--- src/sv/isodir_pkg.sv ---
package isodir_pkg;

    // Longest target name that the compare logic honors.
    localparam int NAME_CHARS = 12;

    // Record layout and name delimiters.
    localparam logic [7:0] POS_NAME_LEN  = 8'd32;
    localparam logic [7:0] POS_NAME_BASE = 8'd33;
    localparam logic [7:0] POS_LBA_FIRST  = 8'd2;
    localparam logic [7:0] POS_LBA_LAST   = 8'd5;
    localparam logic [7:0] POS_SIZE_FIRST = 8'd10;
    localparam logic [7:0] POS_SIZE_LAST  = 8'd13;
    localparam logic [7:0] CHAR_SEMI      = 8'h3B;
    localparam logic [7:0] CHAR_NUL       = 8'h00;

    // Configuration register indexes.
    localparam logic [1:0] REG_NAME_LOW  = 2'd0;
    localparam logic [1:0] REG_NAME_HIGH = 2'd1;
    localparam logic [1:0] REG_NAME_LEN  = 2'd2;

    // Reset values of the target name ("GAME.ELF").
    localparam logic [63:0] RST_NAME_LOW  = 64'd5065499745918468423;
    localparam logic [31:0] RST_NAME_HIGH = 32'd0;
    localparam logic [3:0]  RST_NAME_LEN  = 4'd8;

    typedef struct packed {
        logic [63:0] low;
        logic [31:0] high;
        logic [3:0]  len;
    } t_target;

    typedef struct packed {
        logic [7:0] dir_byte;
        logic       last_byte;
    } t_item;

    typedef struct packed {
        logic        found;
        logic [31:0] extent_lba;
        logic [31:0] extent_size;
    } t_result;

    // Map upper-case ASCII letters onto lower case.
    function automatic logic [7:0] fold_case(input logic [7:0] c);
        logic [7:0] r;
        r = c;
        if (c >= 8'h41 && c <= 8'h5A) begin
            r = c + 8'h20;
        end
        return r;
    endfunction

    // Target length, saturated to the supported name size.
    function automatic logic [3:0] target_len(input t_target t);
        logic [3:0] r;
        r = t.len;
        if (t.len > 4'(NAME_CHARS)) begin
            r = 4'(NAME_CHARS);
        end
        return r;
    endfunction

    // Character idx of the target; positions past byte 11 read as zero.
    function automatic logic [7:0] target_char(input t_target t, input logic [3:0] idx);
        logic [95:0] all;
        logic [6:0]  off;
        logic [7:0]  r;
        all = {t.high, t.low};
        off = {idx, 3'b000};
        r   = 8'h00;
        if (idx < 4'd12) begin
            r = all[off +: 8];
        end
        return r;
    endfunction

endpackage

--- src/sv/isodir_if.sv ---
// Directory byte stream channel.
interface isodir_byte_if;
    logic       valid;
    logic       ready;
    logic [7:0] dir_byte;
    logic       last_byte;

    modport source (output valid, output dir_byte, output last_byte, input ready);
    modport sink   (input valid, input dir_byte, input last_byte, output ready);
endinterface

// Lookup result channel.
interface isodir_res_if;
    logic        valid;
    logic        ready;
    logic        found;
    logic [31:0] extent_lba;
    logic [31:0] extent_size;

    modport source (output valid, output found, output extent_lba, output extent_size,
                    input ready);
    modport sink   (input valid, input found, input extent_lba, input extent_size,
                    output ready);
endinterface

// Configuration write channel.
interface isodir_cfg_if;
    logic        valid;
    logic        ready;
    logic [1:0]  index;
    logic [63:0] data;

    modport source (output valid, output index, output data, input ready);
    modport sink   (input valid, input index, input data, output ready);
endinterface

--- src/sv/isodir_cfg.sv ---
module isodir_cfg (
    input  logic                 i_clk,
    input  logic                 i_rst_n,
    isodir_cfg_if.sink           i_cfg,
    output isodir_pkg::t_target  o_target
);

    isodir_pkg::t_target r_target;

    // Writes are always taken: ready is tied high.
    assign i_cfg.ready = 1'b1;

    // Register file for the target name.
    always_ff @(posedge i_clk) begin
        if (!i_rst_n) begin
            r_target.low  <= isodir_pkg::RST_NAME_LOW;
            r_target.high <= isodir_pkg::RST_NAME_HIGH;
            r_target.len  <= isodir_pkg::RST_NAME_LEN;
        end else if (i_cfg.valid) begin
            case (i_cfg.index)
                isodir_pkg::REG_NAME_LOW: begin
                    r_target.low <= i_cfg.data;
                end
                isodir_pkg::REG_NAME_HIGH: begin
                    r_target.high <= i_cfg.data[31:0];
                end
                isodir_pkg::REG_NAME_LEN: begin
                    r_target.len <= i_cfg.data[3:0];
                end
                default: begin
                end
            endcase
        end
    end

    assign o_target = r_target;

endmodule

--- src/sv/isodir_in_reg.sv ---
module isodir_in_reg (
    input  logic               i_clk,
    input  logic               i_rst_n,
    isodir_byte_if.sink        i_dir,
    input  logic               i_advance,
    output logic               o_step,
    output isodir_pkg::t_item  o_item
);

    logic               r_valid;
    isodir_pkg::t_item  r_item;

    // The held byte is consumed whenever the result side has room.
    assign o_step      = r_valid && i_advance;
    assign i_dir.ready = !r_valid || i_advance;

    always_ff @(posedge i_clk) begin
        if (!i_rst_n) begin
            r_valid <= 1'b0;
        end else if (i_dir.ready) begin
            r_valid <= i_dir.valid;
        end
    end

    // Payload capture on each input transfer.
    always_ff @(posedge i_clk) begin
        if (i_dir.valid && i_dir.ready) begin
            r_item.dir_byte  <= i_dir.dir_byte;
            r_item.last_byte <= i_dir.last_byte;
        end
    end

    assign o_item = r_item;

endmodule

--- src/sv/isodir_walk.sv ---
module isodir_walk (
    input  logic                 i_clk,
    input  logic                 i_rst_n,
    input  logic                 i_step,
    input  isodir_pkg::t_item    i_item,
    input  isodir_pkg::t_target  i_target,
    output logic                 o_emit,
    output isodir_pkg::t_result  o_result
);

    logic [7:0]  r_pos, n_pos;
    logic [7:0]  r_rlen, n_rlen;
    logic [7:0]  r_nfl, n_nfl;
    logic [3:0]  r_matched, n_matched;
    logic        r_mis, n_mis;
    logic        r_term, n_term;
    logic [31:0] r_lba, n_lba;
    logic [31:0] r_size, n_size;
    logic        r_done, n_done;

    logic [7:0]  b;
    logic [3:0]  tlen;
    logic [7:0]  tchar;
    logic [8:0]  pos_inc;
    logic [7:0]  k;
    logic [1:0]  sel;
    logic        stop_emit;
    logic        hit;

    assign b     = i_item.dir_byte;
    assign tlen  = isodir_pkg::target_len(i_target);
    assign tchar = isodir_pkg::target_char(i_target, r_matched);
    assign pos_inc = {1'b0, r_pos} + 9'd1;
    assign k       = r_pos - isodir_pkg::POS_NAME_BASE;
    // Byte lane within the little-endian address and length fields.
    assign sel     = r_pos[1:0] - 2'd2;

    // Record walk and name compare for one directory byte.
    always_comb begin
        n_pos     = r_pos;
        n_rlen    = r_rlen;
        n_nfl     = r_nfl;
        n_matched = r_matched;
        n_mis     = r_mis;
        n_term    = r_term;
        n_lba     = r_lba;
        n_size    = r_size;
        n_done    = r_done;
        stop_emit = 1'b0;
        hit       = 1'b0;

        if (!r_done) begin
            if (r_pos == 8'd0) begin
                // A zero byte at record start is padding.
                if (b != 8'd0) begin
                    n_rlen    = b;
                    n_nfl     = 8'd0;
                    n_matched = 4'd0;
                    n_mis     = 1'b0;
                    n_term    = 1'b0;
                    n_pos     = (b == 8'd1) ? 8'd0 : 8'd1;
                end
            end else begin
                if (r_pos >= isodir_pkg::POS_LBA_FIRST && r_pos <= isodir_pkg::POS_LBA_LAST) begin
                    n_lba[{sel, 3'b000} +: 8] = b;
                end
                if (r_pos >= isodir_pkg::POS_SIZE_FIRST &&
                    r_pos <= isodir_pkg::POS_SIZE_LAST) begin
                    n_size[{sel, 3'b000} +: 8] = b;
                end
                if (r_pos == isodir_pkg::POS_NAME_LEN) begin
                    n_nfl = b;
                    // An empty name ends the scan.
                    if (b == 8'd0) begin
                        stop_emit = 1'b1;
                    end
                end else if (r_pos >= isodir_pkg::POS_NAME_BASE && k < r_nfl) begin
                    if (r_nfl == 8'd1) begin
                        // Single-byte names other than the dot entries end the scan.
                        if (b > 8'd1) begin
                            stop_emit = 1'b1;
                        end
                    end else if (!r_term) begin
                        if (b == isodir_pkg::CHAR_SEMI || b == isodir_pkg::CHAR_NUL) begin
                            n_term = 1'b1;
                            if (!r_mis && r_matched == tlen) begin
                                stop_emit = 1'b1;
                                hit       = 1'b1;
                            end
                        end else begin
                            if (!r_mis) begin
                                if (r_matched >= tlen ||
                                    isodir_pkg::fold_case(b) != isodir_pkg::fold_case(tchar)) begin
                                    n_mis = 1'b1;
                                end else begin
                                    n_matched = r_matched + 4'd1;
                                end
                            end
                            if (({1'b0, k} + 9'd1) == {1'b0, r_nfl} &&
                                !n_mis && n_matched == tlen) begin
                                stop_emit = 1'b1;
                                hit       = 1'b1;
                            end
                        end
                    end
                end
                n_pos = (pos_inc >= {1'b0, r_rlen}) ? 8'd0 : pos_inc[7:0];
            end
        end

        if (stop_emit) begin
            n_done = 1'b1;
        end

        o_emit               = stop_emit || (i_item.last_byte && !r_done);
        o_result.found       = hit;
        o_result.extent_lba  = hit ? n_lba : 32'd0;
        o_result.extent_size = hit ? n_size : 32'd0;

        // The final byte of the extent re-arms the walk for the next directory.
        if (i_item.last_byte) begin
            n_pos     = 8'd0;
            n_rlen    = 8'd0;
            n_nfl     = 8'd0;
            n_matched = 4'd0;
            n_mis     = 1'b0;
            n_term    = 1'b0;
            n_lba     = 32'd0;
            n_size    = 32'd0;
            n_done    = 1'b0;
        end
    end

    always_ff @(posedge i_clk) begin
        if (!i_rst_n) begin
            r_pos     <= 8'd0;
            r_rlen    <= 8'd0;
            r_nfl     <= 8'd0;
            r_matched <= 4'd0;
            r_mis     <= 1'b0;
            r_term    <= 1'b0;
            r_lba     <= 32'd0;
            r_size    <= 32'd0;
            r_done    <= 1'b0;
        end else if (i_step) begin
            r_pos     <= n_pos;
            r_rlen    <= n_rlen;
            r_nfl     <= n_nfl;
            r_matched <= n_matched;
            r_mis     <= n_mis;
            r_term    <= n_term;
            r_lba     <= n_lba;
            r_size    <= n_size;
            r_done    <= n_done;
        end
    end

endmodule

--- src/sv/isodir_out_reg.sv ---
module isodir_out_reg (
    input  logic                 i_clk,
    input  logic                 i_rst_n,
    input  logic                 i_load,
    input  isodir_pkg::t_result  i_result,
    output logic                 o_advance,
    isodir_res_if.source         o_res
);

    logic                 r_valid;
    isodir_pkg::t_result  r_result;

    // Room for a new result when empty or when the held one leaves this cycle.
    assign o_advance = !r_valid || o_res.ready;

    always_ff @(posedge i_clk) begin
        if (!i_rst_n) begin
            r_valid <= 1'b0;
        end else if (i_load) begin
            r_valid <= 1'b1;
        end else if (o_res.ready) begin
            r_valid <= 1'b0;
        end
    end

    always_ff @(posedge i_clk) begin
        if (i_load) begin
            r_result <= i_result;
        end
    end

    assign o_res.valid       = r_valid;
    assign o_res.found       = r_result.found;
    assign o_res.extent_lba  = r_result.extent_lba;
    assign o_res.extent_size = r_result.extent_size;

endmodule

--- src/sv/iso9660_directory_search.sv ---
// Channel   Role    Payload                                    Transfer when
// i_dir     sink    dir_byte[7:0], last_byte                   valid && ready
// o_res     source  found, extent_lba[31:0], extent_size[31:0] valid && ready
// i_cfg     sink    index[1:0], data[63:0]                     valid && ready (ready tied high)
//
// One directory byte is taken every cycle while the input register is empty or its byte
// is consumed. A byte is walked while it sits in the input register, and any result it
// decides is loaded into the output register as the byte leaves the input register.
// The output register holds one result; a held byte stalls only while that result is
// held and not taken. Synchronous active-low reset restores the default target name
// and starts a fresh directory scan.
module iso9660_directory_search (
    input  logic         i_clk,
    input  logic         i_rst_n,
    isodir_byte_if.sink  i_dir,
    isodir_res_if.source o_res,
    isodir_cfg_if.sink   i_cfg
);

    isodir_pkg::t_target target;
    isodir_pkg::t_item   item;
    isodir_pkg::t_result result;
    logic                step;
    logic                advance;
    logic                emit;

    isodir_cfg u_cfg (
        .i_clk    (i_clk),
        .i_rst_n  (i_rst_n),
        .i_cfg    (i_cfg),
        .o_target (target)
    );

    isodir_in_reg u_in_reg (
        .i_clk     (i_clk),
        .i_rst_n   (i_rst_n),
        .i_dir     (i_dir),
        .i_advance (advance),
        .o_step    (step),
        .o_item    (item)
    );

    isodir_walk u_walk (
        .i_clk    (i_clk),
        .i_rst_n  (i_rst_n),
        .i_step   (step),
        .i_item   (item),
        .i_target (target),
        .o_emit   (emit),
        .o_result (result)
    );

    isodir_out_reg u_out_reg (
        .i_clk     (i_clk),
        .i_rst_n   (i_rst_n),
        .i_load    (step && emit),
        .i_result  (result),
        .o_advance (advance),
        .o_res     (o_res)
    );

endmodule

--- src/flat_wrapper.sv ---
// flat-port wrapper written by rule: the top's interface ports become plain ports
module iso9660_directory_search_flat 
  (i_clk, i_rst_n, i_dir_valid, i_dir_dir_byte, i_dir_last_byte, i_dir_ready, o_res_valid, o_res_found, o_res_extent_lba, o_res_extent_size, o_res_ready, i_cfg_valid, i_cfg_index, i_cfg_data, i_cfg_ready);
  isodir_byte_if i_dir_i ();
  isodir_res_if o_res_i ();
  isodir_cfg_if i_cfg_i ();
  input  logic i_clk;
  input  logic i_rst_n;
  input wire logic [$bits(i_dir_i.valid)-1:0] i_dir_valid;
  input wire logic [$bits(i_dir_i.dir_byte)-1:0] i_dir_dir_byte;
  input wire logic [$bits(i_dir_i.last_byte)-1:0] i_dir_last_byte;
  output wire logic [$bits(i_dir_i.ready)-1:0] i_dir_ready;
  output wire logic [$bits(o_res_i.valid)-1:0] o_res_valid;
  output wire logic [$bits(o_res_i.found)-1:0] o_res_found;
  output wire logic [$bits(o_res_i.extent_lba)-1:0] o_res_extent_lba;
  output wire logic [$bits(o_res_i.extent_size)-1:0] o_res_extent_size;
  input wire logic [$bits(o_res_i.ready)-1:0] o_res_ready;
  input wire logic [$bits(i_cfg_i.valid)-1:0] i_cfg_valid;
  input wire logic [$bits(i_cfg_i.index)-1:0] i_cfg_index;
  input wire logic [$bits(i_cfg_i.data)-1:0] i_cfg_data;
  output wire logic [$bits(i_cfg_i.ready)-1:0] i_cfg_ready;
  assign i_dir_i.valid = i_dir_valid;
  assign i_dir_i.dir_byte = i_dir_dir_byte;
  assign i_dir_i.last_byte = i_dir_last_byte;
  assign i_dir_ready = i_dir_i.ready;
  assign o_res_valid = o_res_i.valid;
  assign o_res_found = o_res_i.found;
  assign o_res_extent_lba = o_res_i.extent_lba;
  assign o_res_extent_size = o_res_i.extent_size;
  assign o_res_i.ready = o_res_ready;
  assign i_cfg_i.valid = i_cfg_valid;
  assign i_cfg_i.index = i_cfg_index;
  assign i_cfg_i.data = i_cfg_data;
  assign i_cfg_ready = i_cfg_i.ready;
  iso9660_directory_search u_core (.i_clk(i_clk), .i_rst_n(i_rst_n), .i_dir(i_dir_i), .o_res(o_res_i), .i_cfg(i_cfg_i));
endmodule
--- config.mk ---
export PLATFORM = sky130hd
export DESIGN_NAME = iso9660_directory_search_flat
export DESIGN_NICKNAME = d
export VERILOG_FILES = /design/src/sv/isodir_pkg.sv /design/src/sv/isodir_if.sv /design/src/sv/isodir_cfg.sv /design/src/sv/isodir_in_reg.sv /design/src/sv/isodir_walk.sv /design/src/sv/isodir_out_reg.sv /design/src/sv/iso9660_directory_search.sv /design/src/flat_wrapper.sv
export SDC_FILE = /design/constraint.sdc
export NUM_CORES = 1
export LEC_CHECK = 0
export ABC_AREA = 1
export BUFFER_PORTS_ARGS = -buffer_cell sky130_fd_sc_hd__buf_2
export CAP_MARGIN = 15
export CORE_AREA = 5 5 175 177
export CTS_CLUSTER_DIAMETER = 40
export CTS_CLUSTER_SIZE = 14
export DETAILED_ROUTE_END_ITERATION = 10
export DIE_AREA = 0 0 180 182
export HOLD_SLACK_MARGIN = 0.06
export PLACE_DENSITY = 0.69
export SLEW_MARGIN = 20
export SYNTH_ARGS = -nofsm -noshare
export SYNTH_HDL_FRONTEND = slang
export SYNTH_HIERARCHICAL = 1
export SYNTH_SLANG_ARGS = --single-unit
--- constraint.sdc ---
create_clock -name i_clk -period 11.8 [get_ports i_clk]
set_input_delay 1.18 -clock i_clk [delete_from_list [all_inputs] [get_ports i_clk]]
set_output_delay 1.18 -clock i_clk [all_outputs]
set_load 0.01 [all_outputs]
======== After elaboration in Yosys (flattened, before gate mapping) ========
Cells that the tools add are included.
storage, ports and cells
  bits in registers ....................... 271
  word-level logic and storage cells ...... 211
operators by class
  $add $sub $neg .......................... 8
  $lt $le $gt $ge ......................... 15
  eq/ne operators ......................... 16
  shifts and indexed selects .............. 3
  muxes and demuxes ....................... 109
  reductions and logical operators ........ 41
operator list
  cell                                                                               count
  8-bit two-way mux                                                                  33
  32-bit two-way mux                                                                 8
  96-bit by 8-bit indexed part select with 8-bit output                              1
  4-bit two-way mux                                                                  19
  32-bit bitwise mux                                                                 2
  1-bit two-way mux                                                                  47
  8-bit by 7-bit variable shift with 32-bit output (first input constant)            1
  8-bit by 7-bit indexed part select with 32-bit output                              1
  8-bit by 1-bit adder with 9-bit output (second input constant)                     2
  8-bit by 6-bit adder with 8-bit output (second input constant)                     2
  8-bit by 1-bit equality test with 1-bit output (second input constant)             2
  8-bit by 6-bit equality test with 1-bit output (second input constant)             2
  8-bit by 7-bit >= comparator with 1-bit output (second input constant)             2
  8-bit by 7-bit less-or-equal comparator with 1-bit output (second input constant)  2
  8-bit zero test                                                                    2
  1-bit logical AND                                                                  12
  9-bit by 8-bit equality test with 1-bit output                                     1
  9-bit by 8-bit >= comparator with 1-bit output                                     1
  3-bit by 2-bit != test with 1-bit output (second input constant)                   3
  4-bit equality test                                                                2
  8-bit by 2-bit >= comparator with 1-bit output (second input constant)             1
  8-bit by 4-bit >= comparator with 1-bit output (second input constant)             1
  8-bit by 6-bit >= comparator with 1-bit output (second input constant)             1
  8-bit by 1-bit > comparator with 1-bit output (second input constant)              1
  other kinds (26)                                                                   43

======== Logic depth before layout (Yosys ltp) ========
  depth in word-level cells ............... 38
  gate-level depth with buffers ........... 32
  depth with buffers taken out ............ 30

======== By module ========
Netlist, hierarchy kept.
by module, submodules not included
  module                    instances  cells an instance  area an instance (µm²)
  isodir_walk               1          1255               7692.4
  isodir_cfg                1          596                4234.1
  isodir_out_reg            1          71                 1998.2
  isodir_in_reg             1          18                 329.1
  iso9660_directory_search  1          2                  7.5

======== Least setup slack after synthesis ========
Ideal clock, no wire load.
  path kind ............................... register -> register
  from .................................... register u_core.u_walk.r_pos[0]
  to ...................................... register u_core.u_out_reg.r_result, in the netlist u_core/u_out_reg/o_res.extent_lba[0] (enable)
  arrival ................................. 4.280 ns
  data required time ...................... 11.380 ns
  path slack .............................. 7.100 ns
  cell stages (with the launch flop) ...... 25
  buffers on the path ..................... 3
  clock period less this slack ............ 4.700 ns
  cell sequence ........................... dfxtp_1 > buf_2 > inv_1 > buf_2 > ha_1 > inv_1 > nand2_1 > nor2_1 > xor2_1 > or2_2 > nand4_1 > nor2_1 > nand2_1 > a21oi_1 > o2111ai_1 > nor2_1 > nand3_1 > nor2_1 > nand2_1 > nand2_1 > nand2_2 > buf_6 > o211ai_1 > nand2_1 > inv_1
between the ends
  longest elaborated chain between the ends .. 15
  elaborated cells on any way between the ends .. 20
  those cells by class .................... add/sub (2); order compare (2); eq/ne (2); mux (8); reduce/logical (6)
ends and longest elaborated chain
  what                                            RTL line                        RTL
  from (decl)                                     isodir_walk.sv:11               logic [7:0] r_pos, n_pos;
  from (signal assigned)                          isodir_walk.sv:146              r_pos <= n_pos;
  8-bit by 6-bit subtractor with 8-bit output     isodir_walk.sv:34               assign k = r_pos - isodir_pkg::POS_NAME_BASE;
  8-bit by 1-bit adder with 9-bit output          isodir_walk.sv:99               if (({1'b0, k} + 9'd1) == {1'b0, r_nfl} &&
  9-bit by 8-bit equality test with 1-bit output  isodir_walk.sv:99
  1-bit logical AND                               isodir_walk.sv:99
  1-bit logical AND                               isodir_walk.sv:100              !n_mis && n_matched == tlen) begin
  1-bit two-way mux                               isodir_walk.sv:99
  1-bit two-way mux                               isodir_walk.sv:84               if (b == isodir_pkg::CHAR_SEMI || b == isodir_pkg::CHAR_NUL) begin
  1-bit two-way mux                               isodir_walk.sv:83               end else if (!r_term) begin
  1-bit two-way mux                               isodir_walk.sv:78               if (r_nfl == 8'd1) begin
  1-bit two-way mux                               isodir_walk.sv:77               end else if (r_pos >= isodir_pkg::POS_NAME_BASE && k < r_nfl) begin
  1-bit two-way mux                               isodir_walk.sv:71               if (r_pos == isodir_pkg::POS_NAME_LEN) begin
  1-bit two-way mux (*)                           isodir_walk.sv:53               if (r_pos == 8'd0) begin
  1-bit two-way mux (*)                           isodir_walk.sv:52               if (!r_done) begin
  1-bit logical OR (*)                            isodir_walk.sv:115              o_emit = stop_emit || (i_item.last_byte && !r_done);
  named net u_core.emit                           iso9660_directory_search.sv:25  logic emit;
  1-bit logical AND (*)                           iso9660_directory_search.sv:56  .i_load (step && emit),
  to (signal assigned)                            isodir_out_reg.sv:28            r_result <= i_result;
  to (decl)                                       isodir_out_reg.sv:11            isodir_pkg::t_result r_result;
The timed path passes the listed nets; every way through them passes the cells marked *.
A chain may end at the register's enable or synchronous reset.

======== Worst setup path after layout ========
  from .................................... register u_core.u_walk.r_matched[0]
  to ...................................... register u_core.u_out_reg.r_result, in the netlist u_core/u_out_reg/o_res.extent_size[4] (enable)
between the ends
  longest elaborated chain between the ends .. 37
  elaborated cells on any way between the ends .. 55
  those cells by class .................... add/sub (2); order compare (4); eq/ne (3); shift (1); mux (37); reduce/logical (8)
ends and longest elaborated chain
  what                                                                                                     RTL line                        RTL
  from (decl)                                                                                              isodir_walk.sv:14               logic [3:0] r_matched, n_matched;
  from (signal assigned)                                                                                   isodir_walk.sv:149              r_matched <= n_matched;
  parallel branches: the longest is 28 deep, another holds 8-bit by 7-bit >= comparator with 1-bit output  --
  1-bit two-way mux (*)                                                                                    isodir_walk.sv:84
  1-bit two-way mux (*)                                                                                    isodir_walk.sv:83
  1-bit two-way mux (*)                                                                                    isodir_walk.sv:78
  1-bit two-way mux (*)                                                                                    isodir_walk.sv:77
  1-bit two-way mux (*)                                                                                    isodir_walk.sv:71
  1-bit two-way mux (*)                                                                                    isodir_walk.sv:53
  1-bit two-way mux (*)                                                                                    isodir_walk.sv:52
  1-bit logical OR (*)                                                                                     isodir_walk.sv:115
  named net u_core.emit                                                                                    iso9660_directory_search.sv:25
  1-bit logical AND (*)                                                                                    iso9660_directory_search.sv:56
Mark *: on every way through the listed nets, which the timed path passes. The select of a mux whose other input is x is not followed.

==> impl_metrics.toml <==
[min_path]
hp-class = "flop to flop"
worstHoldStart = "u_core/u_cfg/o_target[36]"

[clock_tree]
ctsHoldBuffers = 0
htreeDepth = 2
cts_buffer_depth = 3
post-cts-setup-buffers = 0
cts.sink_count = 271
root_buffer = "clkbuf_16"
clk_latency_ns = 0.52
cts_resized = 0
cts_tree = "yes"
numCtsBuffers = 38
clkTransAtPathRegs_ns = 0.06

[synth]
synth_edf_count = 74
synth_cells = 1942
synth_fp_nets = 2052
synth_flop_cell = "dfxtp_1"
ys_seq_area_share_pct = 43.2
yosysUniqueCellTypes = 45
ys_async_sr_fraction_pct = 0
avgSynthCellArea_um2 = 7.34
ys_ff_latch = 271
yosysWarnings = 6
netlist_area_um2 = 14300

[global_route]
grtUsageTotal_pct = 22.3
first_global_vias = 12100
grt_pass1_wl_mm = 61.6
antenna_found_initial = 0
grt.overflow.total = 0
grt_max_degree = 93

[detailed_routing]
vias_per_cell = 5.28
detail-route-antenna-nets = 0
route.detailed.drc = 0
dr.pass1.iters = 6
avgRoutedWirePerCell_um = 15.5
via_count = 12900
drt_iter0_drc = 1235
wl_mm = 37.8

[setup_path]
r2r-start = "u_core/u_walk/r_matched[0]"
critPathRequiredTime_ns = 11.94
critPathLaunch = "u_core/u_walk/r_matched[0]"
cp-start-kind = "flop"
end_kind = "flop"
cp_max_fo = 67
arrival_ns = 5.87
setup.worst_path.class = "flop to flop"

[placed_design]
gp_congestion = 0.913
port_buffers = 146
pre_cts_ws_ns = 6.05
detailed_place.area_um2 = 14900
dp_hpwl_mm = 25.2

[power]
p_leak_uw = 0.00680
ir_worst_vdd_uv = 78.4
clockPowerShare_pct = 47.9
power.internal_uw = 1710
switching_power_uw = 581
comb_power_share_pct = 8.1
swShare_pct = 25.4
powerDensity_nw_per_um2 = 142
pwr-share-seq_pct = 44.0

[finish]
area_growth_pct = 13.3
drive_gt1_share_pct = 17.6
fin_area_um2 = 16200
diodes = 0
nets = 2136

[sta]
fin_skew_ns = 0.0278
maxSlewViolCount = 0
rsz0062_at_grt = "no"
max_freq_ghz = 0.175
worst_slack_ns = 6.07
slew-limit-headroom_pct = 29.0
setup_tns_ns = 0
hold_viol_final = 0
tightest_slew_ns = 1.07
setup_viol = 0
min_period_over_period_pct = 48.5
period_needed_ns = 5.73

[floorplanning]
initial_core_util_pct = 49.0
die_h_um = 182
rows = 63
io-pin-count = 148
core_um2 = 29100
dieArea_um2 = 32800
die_x_um = 180

[outcome]
status = "finished, final reports clean"

[job]
drv_cap = 0
-- stage by stage --
| stage | power [µW] | util (%) | instances | hold slack, ns |
|---|---|---|---|---|
| after CTS | 2310 | 55.6 | 2444 | 0.457 |
| after global placement | 1210 | 51.3 | 2376 | 0.442 |
| after detailed placement | 1210 | 51.3 | 2376 | 0.443 |
| final | 2290 | 55.6 | 2444 | 0.458 |
| after floorplan | 1150 | - | 1942 | 0.429 |
| after global routing | 2390 | 55.6 | 2444 | 0.467 |
-- worst max-delay path: stages, from the launching register on --
cell      delay [ns]
dfxtp_2         1.01
inv_2           0.61
nand2_1         0.18
nand2_1         0.06
nand2_1         0.05
nand2_1         0.06
nand2_1         0.07
nand2_1         0.06
nand2_1         0.05
nand2_1         0.12
ha_1            0.31
inv_1           0.06
nand4_1         0.12
nand2_1         0.08
nand2_1         0.06
nand2_2         0.17
nand3_1         0.13
nand3_1         0.14
nand3_1         0.07
nor2_1          0.13
nand2_1         0.06
nand2_1         0.10
nand2_4         0.48
o211ai_1        0.30
nand2_1         0.09
inv_2           0.05
buf_4           0.60
-- area by class of cell --
cell class	instances	area (µm²)
fill	2771	12900
sequential	271	6170
timing repair buffer	155	803
clock inverter	22	231
inverter	222	833
clock buffer	46	1000
tap	390	488
multi-input combinational	1338	6640
-- cell families (layout without fill, tap and decap cells) --
group / count (synthesis) / in the layout / synth area share, %
flops: 271 / 271 / 43.2
compound gates: 280 / 280 / 10.8
other cells: 1 / 1 / 0.0263
fa+ha+maj: 30 / 30 / 2.63
simple gates: 1009 / 1009 / 31.9
buf+inv: 333 / 445 / 10.2
xor+xnor: 18 / 18 / 1.11
-- power groups by stage --
| stage | Sequential (µW) | Clock [µW] | Combinational (µW) |
|---|---|---|---|
| final | 1010 | 1100 | 187 |
| after global routing | 1010 | 1170 | 211 |
| after CTS | 1010 | 1120 | 186 |
| after detailed placement | 1030 | 0 | 185 |
| after global placement | 1030 | 0 | 183 |
| after floorplan | 1020 | 0 | 130 |
-- Yosys cell counts, types with 28 or more instances --
master | instances | share of area, %
nand2_1 | 481 | 13
o22ai_1 | 48 | 2.1
clkbuf_1 | 41 | 1.1
or2_2 | 66 | 2.9
o21ai_0 | 28 | 0.98
nand3_1 | 156 | 5.5
dfxtp_1 | 197 | 28
ha_1 | 30 | 2.6
edfxtp_1 | 74 | 16
inv_1 | 212 | 5.6
buf_2 | 36 | 1.3
a21oi_1 | 162 | 5.7
nor2_1 | 208 | 5.5
-- worst paths after layout --
| kind | depth (start not counted) | slack [ns] | endpoint |
|---|---|---|---|
| worst min register to register | 2 | 0.46 | u_core/u_cfg/o_target[36] |
| worst max register to register | 26 | 6.07 | u_core/u_out_reg/o_res.extent_size[4] |
| worst max-delay path | 26 | 6.07 | u_core/u_out_reg/o_res.extent_size[4] |
| worst min-delay path | 2 | 0.46 | u_core/u_cfg/o_target[36] |
-- state kept, by name, indices dropped and copies added (netlist names) --
name and flops:
u_core/u_in_reg/o_item 9, u_core/u_in_reg/r_valid 1, u_core/u_walk/r_matched 4, u_core/u_walk/r_lba 32, u_core/u_walk/r_mis 1, u_core/u_cfg/o_target 100
u_core/u_out_reg/o_res.found 1, u_core/u_walk/r_term 1, u_core/u_walk/r_pos 8, u_core/u_out_reg/o_res.extent_lba 32, u_core/u_out_reg/o_res.extent_size 32, u_core/u_out_reg/o_res.valid 1
u_core/u_walk/r_size 32, u_core/u_walk/r_done 1, u_core/u_walk/r_rlen 8, u_core/u_walk/r_nfl 8
-- routing by layer --
metal / GRT usage [%] / up-vias / share of wire, %
met1: 31.8 / 5958 / 47
met4: 6.40 / 0 / 2.6
met3: 3.89 / 68 / 6.7
met2: 35.1 / 455 / 44
li1: - / 6419 / -
met5: 0 / - / 0
-- cells in the final DEF, fill, tap and decap left out, drive strengths merged --
cell type and count:
buf 155, o2111ai 1, inv 225, a211oi 6, o21ai 38, edfxtp 74
o211ai 10, clkbuf 46, o32ai 2, a31oi 5, bufinv 2, a21o 1
clkinv 15, nor3 12, nand2 491, o41ai 1, or2 66, nor2 240
a2111oi 1, clkinvlp 2, o22ai 48, dfxtp 197, nand4 14, conb 1
o31ai 3, ha 30, xor2 16, xnor2 2, nand3 181, nor4 4
and2 1, a21oi 164
Note: power is estimated with default switching activity, not from simulation.
